<file path="src/rtl/asm_line_normalizer_assert.svh">
// Assertion macros for asm_line_normalizer, which checks its own logic.
`ifndef ASM_LINE_NORMALIZER_ASSERT_SVH
`define ASM_LINE_NORMALIZER_ASSERT_SVH

// The consequent must hold in the same cycle as the antecedent.
`define ASMLN_IMPLIES(lbl, clk, rst_n, ante, cons, msg) \
	lbl: assert property (@(posedge clk) disable iff (!rst_n) (ante) |-> (cons)) \
		else $error(msg);

// The consequent must hold in the cycle after the antecedent.
`define ASMLN_IMPLIES_NEXT(lbl, clk, rst_n, ante, cons, msg) \
	lbl: assert property (@(posedge clk) disable iff (!rst_n) (ante) |=> (cons)) \
		else $error(msg);

`endif

</file>
<file path="src/rtl/asmln_pkg.sv">
package asmln_pkg;

	localparam logic [7:0] CH_TAB   = 8'h09;
	localparam logic [7:0] CH_SPACE = 8'h20;
	localparam logic [7:0] CH_COMMA = 8'h2C;
	localparam logic [7:0] CH_SEMI  = 8'h3B;
	localparam logic [7:0] CH_A_UP  = 8'h41;
	localparam logic [7:0] CH_A_LO  = 8'h61;
	localparam logic [7:0] CH_Z_LO  = 8'h7A;

	localparam int RES_W = 6;
	localparam logic [RES_W-1:0] RES_LIMIT = 6'd34;
	// The last slot of a step always goes to the closing space.
	localparam logic [RES_W-1:0] RES_KEEP = RES_LIMIT - 6'd1;

	localparam logic REG_IDX_UPCASE = 1'b0;

	typedef struct packed {
		logic comment_cut;
		logic space_pending;
		logic after_comma;
	} filt_state_t;

	typedef struct packed {
		logic       space;
		logic       chr;
		logic [7:0] val;
	} filt_emit_t;

	typedef struct packed {
		logic [7:0] out_char;
		logic       out_last;
		logic       prefix_overflow;
	} res_t;

endpackage

</file>
<file path="src/rtl/asmln_if.sv">
interface asmln_raw_if;
	logic       valid;
	logic       ready;
	logic [7:0] in_char;
	logic       char_present;
	logic       line_end;

	modport source (output valid, output in_char, output char_present, output line_end,
		input ready);
	modport sink (input valid, input in_char, input char_present, input line_end,
		output ready);
endinterface

interface asmln_norm_if;
	logic       valid;
	logic       ready;
	logic [7:0] out_char;
	logic       out_last;
	logic       prefix_overflow;

	modport source (output valid, output out_char, output out_last, output prefix_overflow,
		input ready);
	modport sink (input valid, input out_char, input out_last, input prefix_overflow,
		output ready);
endinterface

</file>
<file path="src/rtl/asmln_filter.sv">
module asmln_filter (
	input  logic [7:0]             byte_val,
	input  asmln_pkg::filt_state_t st,
	output asmln_pkg::filt_state_t st_next,
	output asmln_pkg::filt_emit_t  emit
);
	import asmln_pkg::*;

	logic [7:0] c;

	assign c = (byte_val == CH_TAB) ? CH_SPACE : byte_val;

	always_comb begin
		st_next    = st;
		emit.space = 1'b0;
		emit.chr   = 1'b0;
		emit.val   = c;
		if (st.comment_cut) begin
			st_next = st;
		end else if (c == CH_SEMI) begin
			st_next.comment_cut = 1'b1;
		end else if (c == CH_SPACE) begin
			if (!st.after_comma) begin
				st_next.space_pending = 1'b1;
			end
		end else if (c == CH_COMMA) begin
			st_next.space_pending = 1'b0;
			st_next.after_comma   = 1'b1;
			emit.chr              = 1'b1;
		end else begin
			emit.space            = st.space_pending;
			emit.chr              = 1'b1;
			st_next.space_pending = 1'b0;
			st_next.after_comma   = 1'b0;
		end
	end

endmodule

</file>
<file path="src/rtl/asmln_outq.sv">
module asmln_outq (
	input  logic            clk,
	input  logic            arst_n,
	input  logic            push,
	input  asmln_pkg::res_t push_data,
	output logic            can_push,
	asmln_norm_if.source    norm
);
	import asmln_pkg::*;

	res_t       ent_q [2];
	logic       wr_ptr_q;
	logic       rd_ptr_q;
	logic [1:0] cnt_q;
	logic [1:0] cnt_n;
	logic       pop;

	assign pop      = norm.valid && norm.ready;
	assign can_push = (cnt_q != 2'd2);

	always_comb begin
		case ({push, pop})
			2'b10:   cnt_n = cnt_q + 2'd1;
			2'b01:   cnt_n = cnt_q - 2'd1;
			default: cnt_n = cnt_q;
		endcase
	end

	always_ff @(posedge clk or negedge arst_n) begin
		if (!arst_n) begin
			wr_ptr_q <= 1'b0;
			rd_ptr_q <= 1'b0;
			cnt_q    <= 2'd0;
		end else begin
			if (push) begin
				wr_ptr_q <= ~wr_ptr_q;
			end
			if (pop) begin
				rd_ptr_q <= ~rd_ptr_q;
			end
			cnt_q <= cnt_n;
		end
	end

	always_ff @(posedge clk) begin
		if (push) begin
			ent_q[wr_ptr_q] <= push_data;
		end
	end

	assign norm.valid           = (cnt_q != 2'd0);
	assign norm.out_char        = ent_q[rd_ptr_q].out_char;
	assign norm.out_last        = ent_q[rd_ptr_q].out_last;
	assign norm.prefix_overflow = ent_q[rd_ptr_q].prefix_overflow;

endmodule

</file>
<file path="src/rtl/asm_line_normalizer.sv">
// Channel   Direction  Payload                                  Transfer
// raw       in         in_char, char_present, line_end          raw.valid & raw.ready
// norm      out        out_char, out_last, prefix_overflow      norm.valid & norm.ready
// apb       in         upcase_enable at byte address 0          psel & penable & pwrite
//
// An ordinary byte is taken in S_IDLE; a byte releasing a held space adds S_EMIT2.
// A line end after an emitted byte adds S_CLOSE for the closing space.
// A line without letters replays its prefix memory: S_RD reads each stored byte,
// S_RPL filters it, S_EMIT2 follows a released space and S_CLOSE closes the line.
// Reset needs no clearing pass. Results pass a two-entry output queue; raw.ready
// drops while the sequencer is busy or the queue is full.
module asm_line_normalizer #(
	parameter int PREFIX_MAX = 32
) (
	input  logic        clk,
	input  logic        arst_n,
	asmln_raw_if.sink   raw,
	asmln_norm_if.source norm,
	input  logic        psel,
	input  logic        penable,
	input  logic        pwrite,
	input  logic [2:0]  paddr,
	input  logic [31:0] pwdata,
	output logic [31:0] prdata,
	output logic        pready
);
	import asmln_pkg::*;
	`include "asm_line_normalizer_assert.svh"

	localparam int AW = (PREFIX_MAX > 1) ? $clog2(PREFIX_MAX) : 1;
	localparam int CW = $clog2(PREFIX_MAX + 1);

	typedef enum logic [2:0] {
		S_IDLE,
		S_EMIT2,
		S_RD,
		S_RPL,
		S_CLOSE
	} state_t;

	state_t           state_q, state_n, post_q, post_n, dest;
	logic             upcase_q;
	logic             letter_seen_q, letter_seen_n;
	filt_state_t      filt_q, filt_n;
	logic [CW-1:0]    cnt_q, cnt_n;
	logic             ovf_q, ovf_n;
	logic [CW-1:0]    rd_idx_q, rd_idx_n;
	logic [7:0]       rdata_q;
	logic [7:0]       pend_q, pend_n;
	logic [RES_W-1:0] res_cnt_q, res_cnt_n;
	logic [7:0]       prefix_mem_q [PREFIX_MAX];

	logic        raw_rdy;
	logic        can_push;
	logic        push;
	logic [7:0]  push_char;
	logic        push_last;
	logic        push_ovf;
	res_t        push_data;
	logic        mem_we;
	logic        rd_en;
	logic        line_clr;
	logic        two;
	logic        is_letter;
	logic        more;
	logic [7:0]  filt_byte;
	filt_state_t f_next;
	filt_emit_t  f_emit;

	assign pready = 1'b1;
	assign prdata = (paddr[2] == REG_IDX_UPCASE) ? {31'd0, upcase_q} : 32'd0;

	assign raw_rdy   = (state_q == S_IDLE) && can_push;
	assign raw.ready = raw_rdy;
	assign is_letter = raw.in_char inside {[CH_A_UP:CH_Z_LO]};
	assign more      = (rd_idx_q + CW'(1)) < cnt_q;
	assign filt_byte = (state_q == S_RPL) ? rdata_q : raw.in_char;

	asmln_filter u_filter (
		.byte_val (filt_byte),
		.st       (filt_q),
		.st_next  (f_next),
		.emit     (f_emit)
	);

	always_comb begin
		state_n       = state_q;
		post_n        = post_q;
		dest          = S_IDLE;
		letter_seen_n = letter_seen_q;
		filt_n        = filt_q;
		cnt_n         = cnt_q;
		ovf_n         = ovf_q;
		rd_idx_n      = rd_idx_q;
		pend_n        = pend_q;
		res_cnt_n     = res_cnt_q;
		push          = 1'b0;
		push_char     = CH_SPACE;
		push_last     = 1'b0;
		push_ovf      = ovf_q;
		mem_we        = 1'b0;
		rd_en         = 1'b0;
		line_clr      = 1'b0;
		two           = 1'b0;
		case (state_q)
			S_IDLE: begin
				if (raw.valid && raw_rdy) begin
					res_cnt_n = '0;
					pend_n    = f_emit.val;
					if (raw.char_present) begin
						if (letter_seen_q || is_letter) begin
							letter_seen_n = 1'b1;
							if (!letter_seen_q) begin
								cnt_n = '0;
							end
							filt_n = f_next;
							if (f_emit.space) begin
								push      = 1'b1;
								res_cnt_n = RES_W'(1);
								two       = 1'b1;
							end else if (f_emit.chr) begin
								push      = 1'b1;
								push_char = f_emit.val;
								res_cnt_n = RES_W'(1);
							end
						end else if (cnt_q < CW'(PREFIX_MAX)) begin
							mem_we = 1'b1;
							cnt_n  = cnt_q + CW'(1);
						end else begin
							ovf_n = 1'b1;
						end
					end
					if (!raw.line_end) begin
						dest = S_IDLE;
					end else if (!letter_seen_n && cnt_n != '0) begin
						dest     = S_RD;
						rd_idx_n = '0;
					end else begin
						dest = S_CLOSE;
					end
					if (two) begin
						state_n = S_EMIT2;
						post_n  = dest;
					end else if (dest == S_CLOSE && !push) begin
						push      = 1'b1;
						push_last = 1'b1;
						push_ovf  = ovf_n;
						line_clr  = 1'b1;
						state_n   = S_IDLE;
					end else begin
						state_n = dest;
					end
				end
			end
			S_EMIT2: begin
				if (can_push) begin
					if (res_cnt_q < RES_KEEP) begin
						push      = 1'b1;
						push_char = pend_q;
						res_cnt_n = res_cnt_q + RES_W'(1);
					end
					state_n = post_q;
				end
			end
			S_RD: begin
				rd_en   = 1'b1;
				state_n = S_RPL;
			end
			S_RPL: begin
				if (can_push) begin
					filt_n   = f_next;
					pend_n   = f_emit.val;
					rd_idx_n = rd_idx_q + CW'(1);
					dest     = more ? S_RD : S_CLOSE;
					if (f_emit.space) begin
						if (res_cnt_q < RES_KEEP) begin
							push      = 1'b1;
							res_cnt_n = res_cnt_q + RES_W'(1);
						end
						state_n = S_EMIT2;
						post_n  = dest;
					end else begin
						if (f_emit.chr && res_cnt_q < RES_KEEP) begin
							push      = 1'b1;
							push_char = f_emit.val;
							res_cnt_n = res_cnt_q + RES_W'(1);
						end
						state_n = dest;
					end
				end
			end
			S_CLOSE: begin
				if (can_push) begin
					push      = 1'b1;
					push_last = 1'b1;
					line_clr  = 1'b1;
					state_n   = S_IDLE;
				end
			end
			default: begin
				state_n = S_IDLE;
			end
		endcase
		if (line_clr) begin
			letter_seen_n = 1'b0;
			filt_n        = '0;
			cnt_n         = '0;
			ovf_n         = 1'b0;
		end
	end

	always_comb begin
		push_data.out_last        = push_last;
		push_data.prefix_overflow = push_ovf;
		if (upcase_q && (push_char inside {[CH_A_LO:CH_Z_LO]})) begin
			push_data.out_char = push_char - (CH_A_LO - CH_A_UP);
		end else begin
			push_data.out_char = push_char;
		end
	end

	always_ff @(posedge clk or negedge arst_n) begin
		if (!arst_n) begin
			state_q       <= S_IDLE;
			post_q        <= S_IDLE;
			upcase_q      <= 1'b1;
			letter_seen_q <= 1'b0;
			filt_q        <= '0;
			cnt_q         <= '0;
			ovf_q         <= 1'b0;
			rd_idx_q      <= '0;
			res_cnt_q     <= '0;
		end else begin
			state_q       <= state_n;
			post_q        <= post_n;
			letter_seen_q <= letter_seen_n;
			filt_q        <= filt_n;
			cnt_q         <= cnt_n;
			ovf_q         <= ovf_n;
			rd_idx_q      <= rd_idx_n;
			res_cnt_q     <= res_cnt_n;
			if (psel && penable && pwrite && paddr[2] == REG_IDX_UPCASE) begin
				upcase_q <= pwdata[0];
			end
		end
	end

	always_ff @(posedge clk) begin
		pend_q <= pend_n;
	end

	always_ff @(posedge clk) begin
		if (mem_we) begin
			prefix_mem_q[cnt_q[AW-1:0]] <= raw.in_char;
		end
		if (rd_en) begin
			rdata_q <= prefix_mem_q[rd_idx_q[AW-1:0]];
		end
	end

	asmln_outq u_outq (
		.clk       (clk),
		.arst_n    (arst_n),
		.push      (push),
		.push_data (push_data),
		.can_push  (can_push),
		.norm      (norm)
	);

	`ASMLN_IMPLIES(a_push_room, clk, arst_n, push, can_push, "Result pushed into a full queue.")
	`ASMLN_IMPLIES(a_rd_in_range, clk, arst_n, state_q == S_RD, rd_idx_q < cnt_q, "Replay read past the stored prefix.")
	`ASMLN_IMPLIES(a_cnt_bound, clk, arst_n, 1'b1, cnt_q <= CW'(PREFIX_MAX), "Prefix count beyond the memory depth.")
	`ASMLN_IMPLIES_NEXT(a_line_clear, clk, arst_n, push && push_last, cnt_q == '0 && !letter_seen_q && !ovf_q && state_q == S_IDLE, "Line state not cleared after the closing space.")

endmodule

</file>
<file path="src/flat_wrapper.sv">
// flat-port wrapper written by rule: the top's interface ports become plain ports
module asm_line_normalizer_flat import asmln_pkg::*;
#(
	parameter int PREFIX_MAX = 32
)
  (clk, arst_n, psel, penable, pwrite, paddr, pwdata, prdata, pready, raw_valid, raw_in_char, raw_char_present, raw_line_end, raw_ready, norm_valid, norm_out_char, norm_out_last, norm_prefix_overflow, norm_ready);
  asmln_raw_if raw_i ();
  asmln_norm_if norm_i ();
  input  logic clk;
  input  logic arst_n;
  input  logic psel;
  input  logic penable;
  input  logic pwrite;
  input  logic [2:0] paddr;
  input  logic [31:0] pwdata;
  output logic [31:0] prdata;
  output logic pready;
  input wire logic [$bits(raw_i.valid)-1:0] raw_valid;
  input wire logic [$bits(raw_i.in_char)-1:0] raw_in_char;
  input wire logic [$bits(raw_i.char_present)-1:0] raw_char_present;
  input wire logic [$bits(raw_i.line_end)-1:0] raw_line_end;
  output wire logic [$bits(raw_i.ready)-1:0] raw_ready;
  output wire logic [$bits(norm_i.valid)-1:0] norm_valid;
  output wire logic [$bits(norm_i.out_char)-1:0] norm_out_char;
  output wire logic [$bits(norm_i.out_last)-1:0] norm_out_last;
  output wire logic [$bits(norm_i.prefix_overflow)-1:0] norm_prefix_overflow;
  input wire logic [$bits(norm_i.ready)-1:0] norm_ready;
  assign raw_i.valid = raw_valid;
  assign raw_i.in_char = raw_in_char;
  assign raw_i.char_present = raw_char_present;
  assign raw_i.line_end = raw_line_end;
  assign raw_ready = raw_i.ready;
  assign norm_valid = norm_i.valid;
  assign norm_out_char = norm_i.out_char;
  assign norm_out_last = norm_i.out_last;
  assign norm_prefix_overflow = norm_i.prefix_overflow;
  assign norm_i.ready = norm_ready;
  asm_line_normalizer #(.PREFIX_MAX(PREFIX_MAX)) u_core (.clk(clk), .arst_n(arst_n), .raw(raw_i), .norm(norm_i), .psel(psel), .penable(penable), .pwrite(pwrite), .paddr(paddr), .pwdata(pwdata), .prdata(prdata), .pready(pready));
endmodule
</file>
<file path="config.mk">
export PLATFORM = sky130hd
export DESIGN_NAME = asm_line_normalizer_flat
export DESIGN_NICKNAME = d
export VERILOG_FILES = /design/src/rtl/asmln_pkg.sv /design/src/rtl/asmln_if.sv /design/src/rtl/asmln_filter.sv /design/src/rtl/asmln_outq.sv /design/src/rtl/asm_line_normalizer.sv /design/src/flat_wrapper.sv
export VERILOG_INCLUDE_DIRS = /design/src /design/src/rtl
export SDC_FILE = /design/constraint.sdc
export NUM_CORES = 1
export LEC_CHECK = 0
export BUFFER_PORTS_ARGS = -buffer_cell sky130_fd_sc_hd__buf_2
export CORE_MARGIN = 2
export CORE_UTILIZATION = 50
export DETAILED_ROUTE_END_ITERATION = 6
export PLACE_DENSITY = 0.71
export RECOVER_POWER = 50
export SLEW_MARGIN = 25
export SYNTH_ARGS = -nofsm -noshare
export SYNTH_HDL_FRONTEND = slang
export SYNTH_SLANG_ARGS = --single-unit
export TNS_END_PERCENT = 5
</file>
<file path="constraint.sdc">
create_clock -name clk -period 3.4 [get_ports clk]
set_clock_uncertainty 0.2 [all_clocks]
set_input_delay 0 -clock clk [delete_from_list [all_inputs] [get_ports clk]]
set_output_delay 0 -clock clk [all_outputs]
set_load 0.05 [all_outputs]
</file>
==> results.ini <==
[run_status]
status = finished clean

[synth]
ys_types = 88
syn_area_sq_um = 14280
syn_avg_cell_area_sq_um = 16.54
yosys_most_used_dff = edfxtp_1
async_reset_ff_share_pct = 10.15
synth-seq-cells = 325
synth_edf_count = 292
synth_cells = 863
ys_warn_count = 0
yosysSeqAreaShare_pct = 67.21

[clock_tree]
clock_path_buffers = 3
postCtsSetupBuffers = 0
clk_latency_ps = 510
clk_pin_slew_ps = 60
cts_root_buf = clkbuf_16
clock-sinks = 325
cts_max_level = 2
cts_tree = built
numCtsBuffers = 34

[sta]
maxSlewHeadroom_pct = 11.35
slew_viol_final = 0
finalSetupViolCount = 0
rsz0062_at_grt = false
hold_viol = 0
max_clock_freq_mhz = 317.1
finalCritPeriodShare_pct = 92.75
period_needed_ps = 3154
setup_tns_ps = 0
worstMarginPinSlew_ps = 1330

[routing]
avgViaCountPerCell = 5.704
wl_mm = 29.72
first_pass_iters = 5
drtAntennaViolNets = 0
wire_per_inst_um = 21.40
dr_total_vias = 7923
drc = 0
initialDrtViolationCount = 715

[critical_path]
crit_chain = and3b_1 > buf_4 > nor3_2 > nor3b_1 > o21bai_1 > or2_1 > a2bb2oi_1 > a21bo_1
worstSetupPathType = register to register
cp-start-kind = register
path_max_fanout = 14
cp.required_ps = 3450
cp-end-kind = register
critPathMaxStageDelay_ps = 640
crit_slowest_cell = dfrtp_1
crit_arrival_ps = 3200

[finish]
fill_cells = 2136
n_antenna_cell = 0
drive_gt1_share_pct = 24.73
layout_commonest_cell = edfxtp_1
nNetsFinal = 1053
stdcell_area_sq_um = 16380
final_cell_mix = 292 x edfxtp_1, 80 x mux4_2, 61 x buf_4
syn_to_final_growth_pct = 14.72

[die]
die_x_um = 173.0
dieArea_sq_um = 29920
fp.dieH_um = 173.0
io_pins = 97
initial_core_util_pct = 51.11
rows = 61
core-area_sq_um = 27930

[run]
drv_cap = 0

[hold_path]
hp-class = primary input to primary output

[grt]
grt_max_degree = 38
antenna_found_initial = 0
track_usage_pct = 20.07
grt_pass1_wl_mm = 46.06
grt_pass1_vias = 7992
grt_overflow = 0

[place]
place_hpwl_mm = 19.63
port-buffer-count = 31
place_congestion = 0.8593
place_area_sq_um = 15200

[power_and_ir_drop]
vdd_drop_max_uv = 522.3
p_per_area_nw_per_um2 = 692.9
finalPower_uw = 11350
power.leakage_uw = 0.005562

final timing paths:
kind,from,end,slack [ps],cells after the start
max,u_core.state_q[0],u_core.u_outq.ent_q[1][9],250,8
min,paddr[2],prdata[0],200,3
max reg2reg,u_core.state_q[0],u_core.u_outq.ent_q[1][9],250,8
min reg2reg,u_core.u_outq.wr_ptr_q,u_core.u_outq.wr_ptr_q,280,1
max in group asynchronous,arst_n,u_core.rd_idx_q[0],2230,4
min in group asynchronous,arst_n,u_core.upcase_q,530,3
cell usage after synthesis, types with 3 or more instances:
cell	n	share of area (%)
nand3_1	25	0.88
o211ai_1	5	0.26
and3_1	6	0.26
nor2_1	55	1.4
nor3_1	7	0.25
nand2b_1	5	0.22
nor2b_1	8	0.35
nand2_1	60	1.6
o31ai_1	4	0.21
o21ai_0	17	0.60
o21a_1	3	0.16
nor2_2	6	0.26
mux2i_1	8	0.56
buf_2	9	0.32
a2bb2oi_1	3	0.18
a41oi_1	3	0.18
buf_4	32	1.7
mux4_2	80	13
o22ai_1	3	0.13
edfxtp_1	292	61
a21oi_1	23	0.81
clkbuf_1	21	0.55
nor3_2	4	0.28
inv_1	27	0.71
nor3b_1	4	0.21
a31oi_1	8	0.35
or4b_1	3	0.21
dfrtp_1	32	5.6
mux2_2	11	0.87
o21ai_1	6	0.21
xor2_1	3	0.18
a211oi_1	3	0.16
xnor2_1	6	0.37
ha_1	14	1.2
and3b_1	3	0.18
critical path: cells and delay by family (launching register included):
family / cells / cell delay [ps]
AND/OR/NAND/NOR: 4 / 930
AO/OA/AOI/OAI: 3 / 910
flip-flops: 1 / 640
buffers and inverters: 1 / 200
cells by family after synthesis:
group / synth area share, %
DFF: 67.21
and+or+nand+nor: 7.686
AOI/OAI and AO/OA: 5.627
muxes: 14.05
buffers and inverters: 3.593
adders and majority gates: 1.227
xor gates and xnor gates: 0.5522
other: 0.05261
stage by stage:
| stage | utilization, % | worst slack, ps | hold slack (ps) | cells |
|---|---|---|---|---|
| 2_1_floorplan | - | 338.2 | -495.6 | 893 |
| 3_3_place_gp | 54.41 | 369.4 | -62.48 | 1310 |
| 3_5_place_dp | 54.41 | 351.0 | -47.83 | 1310 |
| 4_1_cts | 58.91 | 322.5 | 117.8 | 1389 |
| 5_1_grt | 58.63 | 102.2 | 214.3 | 1389 |
| 6_report | 58.63 | 246.4 | 204.0 | 1389 |
flip-flops by register name, indices dropped and copies added, names as in the netlist, 2 cells and up:
signal               flops
u_core.pend_q            8
u_core.u_outq.cnt_q      2
u_core.cnt_q             6
u_core.post_q            2
u_core.filt_q            3
u_core.u_outq.ent_q     20
u_core.rd_idx_q          6
u_core.res_cnt_q         6
u_core.prefix_mem_q    256
u_core.rdata_q           8
u_core.state_q           3
where the power goes:
| group | switching [uW] | internal [uW] | leakage (uW) | total, uW |
|---|---|---|---|---|
| Clock | 1450 | 2060 | 0.000524 | 3510 |
| Sequential | 273 | 4720 | 0.00306 | 5000 |
| Combinational | 1720 | 1120 | 0.00197 | 2840 |
final cells by class:
cell class	count	area, sq um	area share (%)
Clock inverter	17	141.4	0.8633
Multi-Input combinational cell	473	4269	26.07
Sequential cell	325	9600	58.62
Inverter	29	108.9	0.6646
Clock buffer	43	915.9	5.592
Tap cell	378	473.0	2.888
Timing Repair Buffer	124	869.6	5.309
layer usage:
layer | track usage (%) | wire length, um | up-vias
li1 | - | - | 3587
met1 | 26.69 | 12490 | 4038
met2 | 33.77 | 14590 | 252
met3 | 4.112 | 1883 | 46
met4 | 5.756 | 755 | 0
met5 | 0 | 0 | -
what timing repair did:
action                                  CTS  global route
hold buffers                             19             0
endpoints found under the setup margin    0             0
gates resized for setup                   0             0
endpoints found under the hold margin   284             0
No activity file was read; power rests on OpenSTA's default activity.
